--- src/hdl/rtba_pkg.sv ---
package rtba_pkg;

  localparam int KIND_W = 2;

  localparam logic [1:0] OP_ADD   = 2'd0;
  localparam logic [1:0] OP_ALLOC = 2'd1;
  localparam logic [1:0] OP_FREE  = 2'd2;
  localparam logic [1:0] OP_QUERY = 2'd3;

  localparam logic [1:0] KIND_FREE     = 2'd0;
  localparam logic [1:0] KIND_RESERVED = 2'd1;
  localparam logic [1:0] KIND_OWNED    = 2'd2;
  localparam logic [1:0] KIND_UNMAPPED = 2'd3;

  localparam logic [1:0] POL_FIRST = 2'd0;
  localparam logic [1:0] POL_NEXT  = 2'd1;
  localparam logic [1:0] POL_BEST  = 2'd2;
  localparam logic [1:0] POL_WORST = 2'd3;

  localparam logic [2:0] ST_OK       = 3'd0;
  localparam logic [2:0] ST_NO_FIT   = 3'd1;
  localparam logic [2:0] ST_FULL     = 3'd2;
  localparam logic [2:0] ST_NOTFOUND = 3'd3;
  localparam logic [2:0] ST_ZERO     = 3'd4;

  typedef enum logic [2:0] {
    S_IDLE,
    S_SCAN,
    S_DECIDE,
    S_WRITE,
    S_DONE
  } fsm_t;

  // rewrite pass: INS opens a hole, DEL closes up to two slots
  typedef enum logic {
    M_DEL,
    M_INS
  } mode_t;

endpackage

--- src/hdl/rtba_slot.sv ---
module rtba_slot
  import rtba_pkg::*;
#(
  parameter int BLOCK_BITS = 40
) (
  input  logic                  clk,
  input  logic                  shift,
  input  logic [BLOCK_BITS-1:0] in_base,
  input  logic [BLOCK_BITS-1:0] in_len,
  input  logic [KIND_W-1:0]     in_kind,
  output logic [BLOCK_BITS-1:0] q_base,
  output logic [BLOCK_BITS-1:0] q_len,
  output logic [KIND_W-1:0]     q_kind
);

  logic [BLOCK_BITS-1:0] base_r;
  logic [BLOCK_BITS-1:0] len_r;
  logic [KIND_W-1:0]     kind_r;

  always_ff @(posedge clk) begin
    if (shift) begin
      base_r <= in_base;
      len_r  <= in_len;
      kind_r <= in_kind;
    end
  end

  assign q_base = base_r;
  assign q_len  = len_r;
  assign q_kind = kind_r;

endmodule

--- src/hdl/region_table_block_allocator.sv ---
// A new item is accepted only in idle, after the result of the last one is out.
// busy stays high from acceptance through the result strobe.
// The table is a ring of slots rotated once to search and once to rewrite it.
// Reset (rst_n low, synchronous) empties the table, drops the roving cursor and
// sets first fit. The receiver cannot stall; each result is shown for one cycle.
module region_table_block_allocator
  import rtba_pkg::*;
#(
  parameter int REGION_ENTRIES = 64,
  parameter int BLOCK_BITS     = 40
) (
  input  logic                  clk,
  input  logic                  rst_n,
  input  logic                  start,
  output logic                  busy,
  input  logic [1:0]            in_opcode,
  input  logic                  in_first_region,
  input  logic [BLOCK_BITS-1:0] in_region_base,
  input  logic [BLOCK_BITS-1:0] in_block_count,
  input  logic [1:0]            in_region_kind,
  output logic                  out_valid,
  output logic [2:0]            out_status,
  output logic [BLOCK_BITS-1:0] out_result_base,
  output logic [1:0]            out_result_type,
  input  logic                  cfg_valid,
  output logic                  cfg_ready,
  input  logic [1:0]            cfg_wdata
);

  localparam int N  = REGION_ENTRIES;
  localparam int BB = BLOCK_BITS;
  localparam int CW = $clog2(N + 1);
  localparam logic [CW-1:0] LAST = CW'(N - 1);
  localparam logic [CW-1:0] FULL = CW'(N);

  fsm_t state_r, state_nxt;

  logic [BB-1:0]     s_base [N];
  logic [BB-1:0]     s_len  [N];
  logic [KIND_W-1:0] s_kind [N];
  logic [BB-1:0]     t_base, t_len;
  logic [KIND_W-1:0] t_kind;
  logic              shift;

  genvar g;
  generate
    for (g = 0; g < N; g++) begin : g_slot
      if (g == N - 1) begin : g_tail
        rtba_slot #(.BLOCK_BITS(BB)) u_slot (
          .clk(clk), .shift(shift),
          .in_base(t_base), .in_len(t_len), .in_kind(t_kind),
          .q_base(s_base[g]), .q_len(s_len[g]), .q_kind(s_kind[g])
        );
      end else begin : g_body
        rtba_slot #(.BLOCK_BITS(BB)) u_slot (
          .clk(clk), .shift(shift),
          .in_base(s_base[g+1]), .in_len(s_len[g+1]), .in_kind(s_kind[g+1]),
          .q_base(s_base[g]), .q_len(s_len[g]), .q_kind(s_kind[g])
        );
      end
    end
  endgenerate

  // control state
  logic [CW-1:0] cnt_r, cnt_nxt;
  logic [CW-1:0] cur_r, cur_nxt;
  logic          cv_r, cv_nxt;
  logic [1:0]    pol_r, pol_nxt;
  logic [CW-1:0] k_r, k_nxt;

  // item word
  logic [1:0]        op_r;
  logic [BB-1:0]     b_r, n_r;
  logic [KIND_W-1:0] kd_r;

  // scan results
  logic              fnd_r, fnd_nxt;
  logic [CW-1:0]     p_r, p_nxt;
  logic [BB-1:0]     fb_r, fb_nxt, fl_r, fl_nxt;
  logic              afnd_r, afnd_nxt;
  logic [CW-1:0]     ap_r, ap_nxt;
  logic [BB-1:0]     ab_r, ab_nxt, al_r, al_nxt;
  logic [2:0]        st_r, st_nxt;
  logic [1:0]        rt_r, rt_nxt;
  logic [BB-1:0]     rb_r, rb_nxt;

  // rewrite plan
  mode_t             mode_r, mode_nxt;
  logic              split_r, split_nxt;
  logic              men_r, men_nxt;
  logic [CW-1:0]     m_r, m_nxt, q_r, q_nxt;
  logic [1:0]        r_r, r_nxt;
  logic [BB-1:0]     ml_r, ml_nxt;
  logic [KIND_W-1:0] mt_r, mt_nxt;
  logic [BB-1:0]     nb_r, nb_nxt, nl_r, nl_nxt;
  logic [KIND_W-1:0] nk_r, nk_nxt;

  // previous head word
  logic [BB-1:0]     h_base_r, h_len_r;
  logic [KIND_W-1:0] h_kind_r;

  logic accept;
  assign accept = start && (state_r == S_IDLE);

  always_comb begin
    state_nxt = state_r;
    case (state_r)
      S_IDLE:   if (start) state_nxt = S_SCAN;
      S_SCAN:   if (k_r == LAST) state_nxt = S_DECIDE;
      S_DECIDE: state_nxt = S_WRITE;
      S_WRITE:  if (k_r == LAST) state_nxt = S_DONE;
      S_DONE:   state_nxt = S_IDLE;
      default:  state_nxt = S_IDLE;
    endcase
  end

  always_comb begin
    busy      = (state_r != S_IDLE);
    out_valid = (state_r == S_DONE);
    shift     = (state_r == S_SCAN) || (state_r == S_WRITE);
    cfg_ready = 1'b1;
  end

  assign out_status      = st_r;
  assign out_result_base = rb_r;
  assign out_result_type = rt_r;

  logic              hv, pv, nv;
  logic              fit, cand_start;
  logic [CW-1:0]     nf_start;
  logic [BB:0]       cov_end;
  logic              pf, nf;
  logic              ch_fnd;
  logic [CW-1:0]     ch_p;
  logic [BB-1:0]     ch_b, ch_l;
  logic [CW:0]       q_end;

  always_comb begin
    cnt_nxt = cnt_r; cur_nxt = cur_r; cv_nxt = cv_r; pol_nxt = pol_r; k_nxt = k_r;
    fnd_nxt = fnd_r; p_nxt = p_r; fb_nxt = fb_r; fl_nxt = fl_r;
    afnd_nxt = afnd_r; ap_nxt = ap_r; ab_nxt = ab_r; al_nxt = al_r;
    st_nxt = st_r; rt_nxt = rt_r; rb_nxt = rb_r;
    mode_nxt = mode_r; split_nxt = split_r; men_nxt = men_r;
    m_nxt = m_r; q_nxt = q_r; r_nxt = r_r; ml_nxt = ml_r; mt_nxt = mt_r;
    nb_nxt = nb_r; nl_nxt = nl_r; nk_nxt = nk_r;
    t_base = s_base[0]; t_len = s_len[0]; t_kind = s_kind[0];

    hv  = (k_r < cnt_r);
    pv  = (k_r != '0);
    nv  = ((k_r + CW'(1)) < cnt_r);
    fit = hv && (s_kind[0] == KIND_FREE) && (s_len[0] >= n_r);
    nf_start   = (cv_r && (cur_r < cnt_r)) ? cur_r : '0;
    cand_start = (pol_r != POL_NEXT) || (k_r >= nf_start);
    cov_end    = {1'b0, s_base[0]} + {1'b0, s_len[0]};
    pf = pv && (h_kind_r == KIND_FREE);
    nf = nv && (s_kind[1] == KIND_FREE);
    ch_fnd = fnd_r || (pol_r == POL_NEXT && afnd_r);
    ch_p   = fnd_r ? p_r : ap_r;
    ch_b   = fnd_r ? fb_r : ab_r;
    ch_l   = fnd_r ? fl_r : al_r;
    q_end  = {1'b0, q_r} + {{(CW-1){1'b0}}, r_r};

    if (cfg_valid && cfg_ready) pol_nxt = cfg_wdata;

    if (shift) k_nxt = (k_r == LAST) ? '0 : k_r + CW'(1);

    case (state_r)
      S_IDLE: begin
        k_nxt = '0;
        fnd_nxt = 1'b0; afnd_nxt = 1'b0;
        st_nxt = ST_OK; rb_nxt = '0;
        rt_nxt = (in_opcode == OP_QUERY) ? KIND_UNMAPPED : KIND_FREE;
        mode_nxt = M_DEL; split_nxt = 1'b0; men_nxt = 1'b0;
        r_nxt = '0; m_nxt = '0; q_nxt = '0;
        if (accept && in_opcode == OP_ADD && in_first_region) begin
          cnt_nxt = '0;
          cv_nxt  = 1'b0;
        end
      end
      S_SCAN: begin
        case (op_r)
          OP_ADD: begin
            if (hv && !fnd_nxt && !((b_r > s_base[0]) ||
                (b_r == s_base[0] && n_r > s_len[0]))) begin
              fnd_nxt = 1'b1; p_nxt = k_r;
            end
          end
          OP_ALLOC: begin
            if (fit && !afnd_r) begin
              afnd_nxt = 1'b1; ap_nxt = k_r; ab_nxt = s_base[0]; al_nxt = s_len[0];
            end
            if (fit && cand_start && (!fnd_r ||
                (pol_r == POL_BEST && s_len[0] < fl_r) ||
                (pol_r == POL_WORST && s_len[0] > fl_r))) begin
              fnd_nxt = 1'b1; p_nxt = k_r; fb_nxt = s_base[0]; fl_nxt = s_len[0];
            end
          end
          OP_FREE: begin
            if (hv && !fnd_r && !(b_r > s_base[0])) begin
              fnd_nxt = 1'b1;
              if (s_base[0] != b_r || s_kind[0] == KIND_FREE) begin
                st_nxt = ST_NOTFOUND;
              end else begin
                men_nxt = 1'b1;
                mt_nxt  = KIND_FREE;
                if (pf && nf) begin
                  m_nxt = k_r - CW'(1); q_nxt = k_r; r_nxt = 2'd2;
                  ml_nxt = h_len_r + s_len[0] + s_len[1];
                end else if (pf) begin
                  m_nxt = k_r - CW'(1); q_nxt = k_r; r_nxt = 2'd1;
                  ml_nxt = h_len_r + s_len[0];
                end else if (nf) begin
                  m_nxt = k_r; q_nxt = k_r + CW'(1); r_nxt = 2'd1;
                  ml_nxt = s_len[0] + s_len[1];
                end else begin
                  m_nxt = k_r; q_nxt = k_r; r_nxt = 2'd0;
                  ml_nxt = s_len[0];
                end
              end
            end
          end
          default: begin
            if (hv && !fnd_r && (b_r >= s_base[0]) && ({1'b0, b_r} < cov_end)) begin
              fnd_nxt = 1'b1; rt_nxt = s_kind[0];
            end
          end
        endcase
      end
      S_DECIDE: begin
        case (op_r)
          OP_ADD: begin
            if (cnt_r == FULL) begin
              st_nxt = ST_FULL;
            end else begin
              mode_nxt = M_INS;
              p_nxt = fnd_r ? p_r : cnt_r;
              nb_nxt = b_r; nl_nxt = n_r;
              nk_nxt = (kd_r == KIND_UNMAPPED) ? KIND_RESERVED : kd_r;
              cnt_nxt = cnt_r + CW'(1);
              if (cv_r && (p_nxt <= cur_r)) cur_nxt = cur_r + CW'(1);
            end
          end
          OP_ALLOC: begin
            if (n_r == '0) begin
              st_nxt = ST_ZERO;
            end else if (!ch_fnd) begin
              st_nxt = ST_NO_FIT;
            end else if (ch_l == n_r) begin
              rb_nxt = ch_b;
              men_nxt = 1'b1; m_nxt = ch_p; q_nxt = ch_p; r_nxt = '0;
              ml_nxt = ch_l; mt_nxt = KIND_RESERVED;
              if (pol_r == POL_NEXT) begin
                cur_nxt = ch_p; cv_nxt = 1'b1;
              end
            end else if (cnt_r == FULL) begin
              st_nxt = ST_FULL;
            end else begin
              rb_nxt = ch_b;
              mode_nxt = M_INS; split_nxt = 1'b1;
              p_nxt = ch_p; nb_nxt = ch_b; nl_nxt = n_r; nk_nxt = KIND_RESERVED;
              cnt_nxt = cnt_r + CW'(1);
              if (pol_r == POL_NEXT) begin
                cur_nxt = ch_p + CW'(1); cv_nxt = 1'b1;
              end else if (cv_r && ch_p <= cur_r) begin
                cur_nxt = cur_r + CW'(1);
              end
            end
          end
          OP_FREE: begin
            if (!fnd_r) st_nxt = ST_NOTFOUND;
            cnt_nxt = cnt_r - CW'(r_r);
            if (cv_r && r_r != '0) begin
              if ({1'b0, cur_r} >= q_end) cur_nxt = cur_r - CW'(r_r);
              else if (cur_r >= q_r)      cv_nxt = 1'b0;
            end
          end
          default: ;
        endcase
      end
      S_WRITE: begin
        if (mode_r == M_INS) begin
          if (k_r == p_r) begin
            t_base = nb_r; t_len = nl_r; t_kind = nk_r;
          end else if (k_r > p_r) begin
            t_base = h_base_r; t_len = h_len_r; t_kind = h_kind_r;
            // remainder of a split: head cut away
            if (split_r && k_r == p_r + CW'(1)) begin
              t_base = h_base_r + n_r;
              t_len  = h_len_r - n_r;
            end
          end
        end else begin
          if (k_r >= q_r && r_r == 2'd1) begin
            t_base = s_base[1]; t_len = s_len[1]; t_kind = s_kind[1];
          end else if (k_r >= q_r && r_r == 2'd2) begin
            t_base = s_base[2]; t_len = s_len[2]; t_kind = s_kind[2];
          end
          if (men_r && k_r == m_r) begin
            t_len = ml_r; t_kind = mt_r;
          end
        end
      end
      default: ;
    endcase
  end

  always_ff @(posedge clk) begin
    if (!rst_n) begin
      state_r <= S_IDLE;
      cnt_r   <= '0;
      cur_r   <= '0;
      cv_r    <= 1'b0;
      pol_r   <= POL_FIRST;
      k_r     <= '0;
    end else begin
      state_r <= state_nxt;
      cnt_r   <= cnt_nxt;
      cur_r   <= cur_nxt;
      cv_r    <= cv_nxt;
      pol_r   <= pol_nxt;
      k_r     <= k_nxt;
    end
  end

  always_ff @(posedge clk) begin
    if (accept) begin
      op_r <= in_opcode;
      b_r  <= in_region_base;
      n_r  <= in_block_count;
      kd_r <= in_region_kind;
    end
    if (shift) begin
      h_base_r <= s_base[0];
      h_len_r  <= s_len[0];
      h_kind_r <= s_kind[0];
    end
    fnd_r <= fnd_nxt; p_r <= p_nxt; fb_r <= fb_nxt; fl_r <= fl_nxt;
    afnd_r <= afnd_nxt; ap_r <= ap_nxt; ab_r <= ab_nxt; al_r <= al_nxt;
    st_r <= st_nxt; rt_r <= rt_nxt; rb_r <= rb_nxt;
    mode_r <= mode_nxt; split_r <= split_nxt; men_r <= men_nxt;
    m_r <= m_nxt; q_r <= q_nxt; r_r <= r_nxt; ml_r <= ml_nxt; mt_r <= mt_nxt;
    nb_r <= nb_nxt; nl_r <= nl_nxt; nk_r <= nk_nxt;
  end

  a_cnt_bound: assert property (@(posedge clk) disable iff (!rst_n)
    cnt_r <= FULL) else $error("entry count above table size");

  a_cursor_in_table: assert property (@(posedge clk) disable iff (!rst_n)
    (state_r == S_IDLE && cv_r) |-> (cur_r < cnt_r))
    else $error("roving cursor outside table");

  a_strobe_single: assert property (@(posedge clk) disable iff (!rst_n)
    out_valid |=> !out_valid) else $error("result strobe longer than one cycle");

  a_start_busy: assert property (@(posedge clk) disable iff (!rst_n)
    (start && !busy) |=> (busy && !out_valid)) else $error("accepted word not in work");

endmodule

--- config.mk ---
export PLATFORM = sky130hd
export DESIGN_NAME = region_table_block_allocator
export DESIGN_NICKNAME = d
export VERILOG_FILES = /design/src/hdl/rtba_pkg.sv /design/src/hdl/rtba_slot.sv /design/src/hdl/region_table_block_allocator.sv
export SDC_FILE = /design/constraint.sdc
export NUM_CORES = 2
export LEC_CHECK = 0
export ABC_AREA = 1
export BUFFER_PORTS_ARGS = -buffer_cell sky130_fd_sc_hd__buf_2
export CORE_ASPECT_RATIO = 1.1
export CORE_MARGIN = 4
export CORE_UTILIZATION = 40
export CTS_CLUSTER_DIAMETER = 200
export DETAILED_ROUTE_END_ITERATION = 6
export PLACE_DENSITY = 0.52
export SYNTH_ARGS = -nofsm -noshare
export SYNTH_HDL_FRONTEND = slang
export SYNTH_HIERARCHICAL = 1
export SYNTH_SLANG_ARGS = --single-unit
export TNS_END_PERCENT = 100
--- constraint.sdc ---
create_clock -name clk -period 343.8 [get_ports clk]
set_clock_uncertainty 0.15 [all_clocks]
set_input_delay 68.76 -clock clk [delete_from_list [all_inputs] [get_ports clk]]
set_output_delay 68.76 -clock clk [all_outputs]
set_load 0.01 [all_outputs]
==> run metrics <==
hold_sp g_slot[45].g_body.u_slot/q_len[17]$_DFFE_PP_; CP Capture Type output port; final WL 492 mm; final hold slack 0.215 ns; Root Buffer Master clkbuf_16; DIE HEIGHT 766 µm; Final Critical Period 71.38 ns; Synth Area per Inst 16.6 µm²; WL met2 221 mm; Die Area 534000 µm²; status finished clean; setup_tns 0 ns; # hold bufs at CTS 0; Tot Pwr 2120 µW; global-route wire length before repair 706 mm; placed cell area 219000 µm²; metal3 WL 22.7 mm; DP HPWL 327 mm; # setup viols final 0; final hold viol count 0; pin count of the biggest net entering global routing 202; Clk network pwr share 29.3%; Hold Path Depth 0; Rel. slew slack 24.4%; WL/cell 23.9 µm; worst-skew pair later-pin latency 1.07 ns; clk slew on worst S/H paths 0.06 ns; buffers from clock root to sink, at most 4; Ys Warns 6; Row Count 278; remaining antenna violation count 0; Area contributors post-synth edfxtp_1, nand2_1, ha_1, inv_1, a21oi_1; cell-internal power 1470 µW; Max Cap Violations 0; routability cong. 0.915; Main synth FF type edfxtp_1; # clock sinks 5804; fin util 45.7%; period utilisation layout 20.8%; met1 wire length 229 mm; max-slew violations 0; CTS H-tree depth 6; initial antenna violation count 16; setup bufs post-CTS 0; Gate power share 19.0%; Core ar. 521000 µm²; grt ovf 0; Setup crit start kind flip-flop; Layout Nets 13.9k; share of layout cells above drive strength 1 9.12%; worst reg2reg startpoint state_r[0]$_SDFFE_PN0P_; top cell type's share of synthesized area 83.1%; TritonCTS clock tree yes; DR top layer met4; die extent in x 697 µm; ys async rst share 0%; Initial Util 40.1%; worst-path fanout max 6; Overall Global Routing Usage 17.9%; Yosys reg bits 5804; Worst Path Class, Setup reg -> out; vias in the first global route 102k; Leakage 0.0834 µW; register area share after synthesis 83.3%; Worst Tran Pin Value 1.13 ns; IO Pins 139; port buffer count 137; post-synth top area cell edfxtp_1; Mapped Area 209000 µm²; Cells after Synth 12.6k; Crit. Startpoint state_r[2]$_SDFFE_PN0P_; switching power total 644 µW; post-CTS sizing 0; initial DRC count 9750; unrepaired setup endpoints after global routing no; via count 103k; WP data arrival 2.47 ns; slowest stage delay, CP 0.37 ns; vias per inst 5.00; Switching Share 30.4%; R2R depth 9; fmax 14.0 MHz; Layout area overhead 13.8%; Final Cell Area 238000 µm²; slowest stage cell on the critical path nor2_1; CTS Buf Count 589; worst path cell trace nor2_1 -> inv_1 -> nor2_1 -> inv_1 -> buf_2; DRT Pass-1 Iters 6; count of different cell masters after synthesis 54; HP Class reg -> reg; share of total power in sequential cells 51.8%; Worst IR Drop VDD 5.64 µV; drt drc 0; Post-synth EDFFs 5777; WP data required 274.89 ns; Synthesized Nets 13.2k; Pwr Density 8.90 nW/µm²
==> final timing paths <==
check                           slack (ns)                                      endpoint
worst max-delay path                272.42                                          busy
worst min-delay path                  0.22  g_slot[44].g_body.u_slot/q_len[17]$_DFFE_PP_
worst max register to register      336.59  g_slot[21].g_body.u_slot/q_len[30]$_DFFE_PP_
worst min register to register        0.22  g_slot[44].g_body.u_slot/q_len[17]$_DFFE_PP_
==> stage by stage <==
stage / setup slack, ns / cells
6_report: 272.42 / 20600
4_1_cts: 272.33 / 20600
5_1_grt: 272.28 / 20600
2_1_floorplan: 67.54 / 12600
3_3_place_gp: 273.06 / 19500
3_5_place_dp: 272.98 / 19500
==> kinds of logic (layout without fill, tap and decap cells) <==
kind of cell             Yosys count  count (layout)  synth area share (%)
AND/OR/NAND/NOR                 3569            3569                  7.08
buffers and inverters           1057            2221                  1.95
adder cells (fa/ha/maj)          489             489                  2.96
multiplexers                      40              40                 0.192
XOR/XNOR                         152             152                 0.637
flip-flops                      5804            5804                  83.3
AO/OA/AOI/OAI                   1458            1458                  3.86
other                              1              12               0.00180
==> power groups by stage <==
stage	clock [µW]	sequential [µW]	combinational [µW]
floorplan	0	2610	247
global placement	0	1110	404
detailed placement	0	1110	404
CTS	644	1100	405
global route	674	1110	443
finish	620	1100	402
==> worst max-delay path, delay by kind of cell, from the launching register on <==
kind / cells / cell delay (ns)
AND/OR/NAND/NOR: 2 / 0.59
flip-flops: 1 / 0.34
buffers and inverters: 3 / 0.49
==> metal layers <==
| layer | GRT usage [%] | up-vias |
|---|---|---|
| li1 | - | 47700 |
| met2 | 27.8 | 2464 |
| met1 | 26.0 | 52200 |
| met5 | 0 | - |
| met3 | 2.63 | 787 |
| met4 | 6.36 | 0 |
==> synthesized netlist by cell type, types with 89 or more instances <==
master and instances:
nor2_1 737, a21oi_1 572, nand2_1 2031, nand4_1 98
clkbuf_1 143, xor2_1 89, nand3_1 453, ha_1 480
inv_1 834, o21ai_0 562, edfxtp_1 5777
==> registers in the layout (all words and copies together) (netlist names), 40 cells and up <==
register,count
nl_r,40
g_slot.g_body.u_slot/q_base,2520
nb_r,40
g_slot.g_body.u_slot/q_len,2520
g_slot.g_body.u_slot/q_kind,126
g_slot.g_tail.u_slot/q_base,40
fl_r,40
al_r,40
ml_r,40
h_base_r,40
b_r,40
h_len_r,40
ab_r,40
n_r,40
fb_r,40
g_slot.g_tail.u_slot/q_len,40
out_result_base,40
==> cell type report <==
cell class	count	area, µm²
inverters	847	3190
diodes	11	27.5
repair buffers	326	2200
clock buffers	724	15400
clock inverters	324	3500
fillers	45000	283000
flip-flops and latches	5804	174000
multi-input cells	5709	30900
well taps	6860	8580
==> cell usage in the layout (no fill, tap or decap), types with 129 or more instances in the layout <==
| cell type | count |
|---|---|
| buf_2 | 137 |
| inv_1 | 830 |
| clkbuf_16 | 593 |
| buf_4 | 181 |
| ha_1 | 480 |
| a21oi_1 | 570 |
| edfxtp_1 | 5777 |
| nand2_1 | 2027 |
| nand3_1 | 453 |
| clkbuf_1 | 129 |
| o21ai_0 | 562 |
| nor2_1 | 728 |
Note: power is estimated with default switching activity, not from simulation.
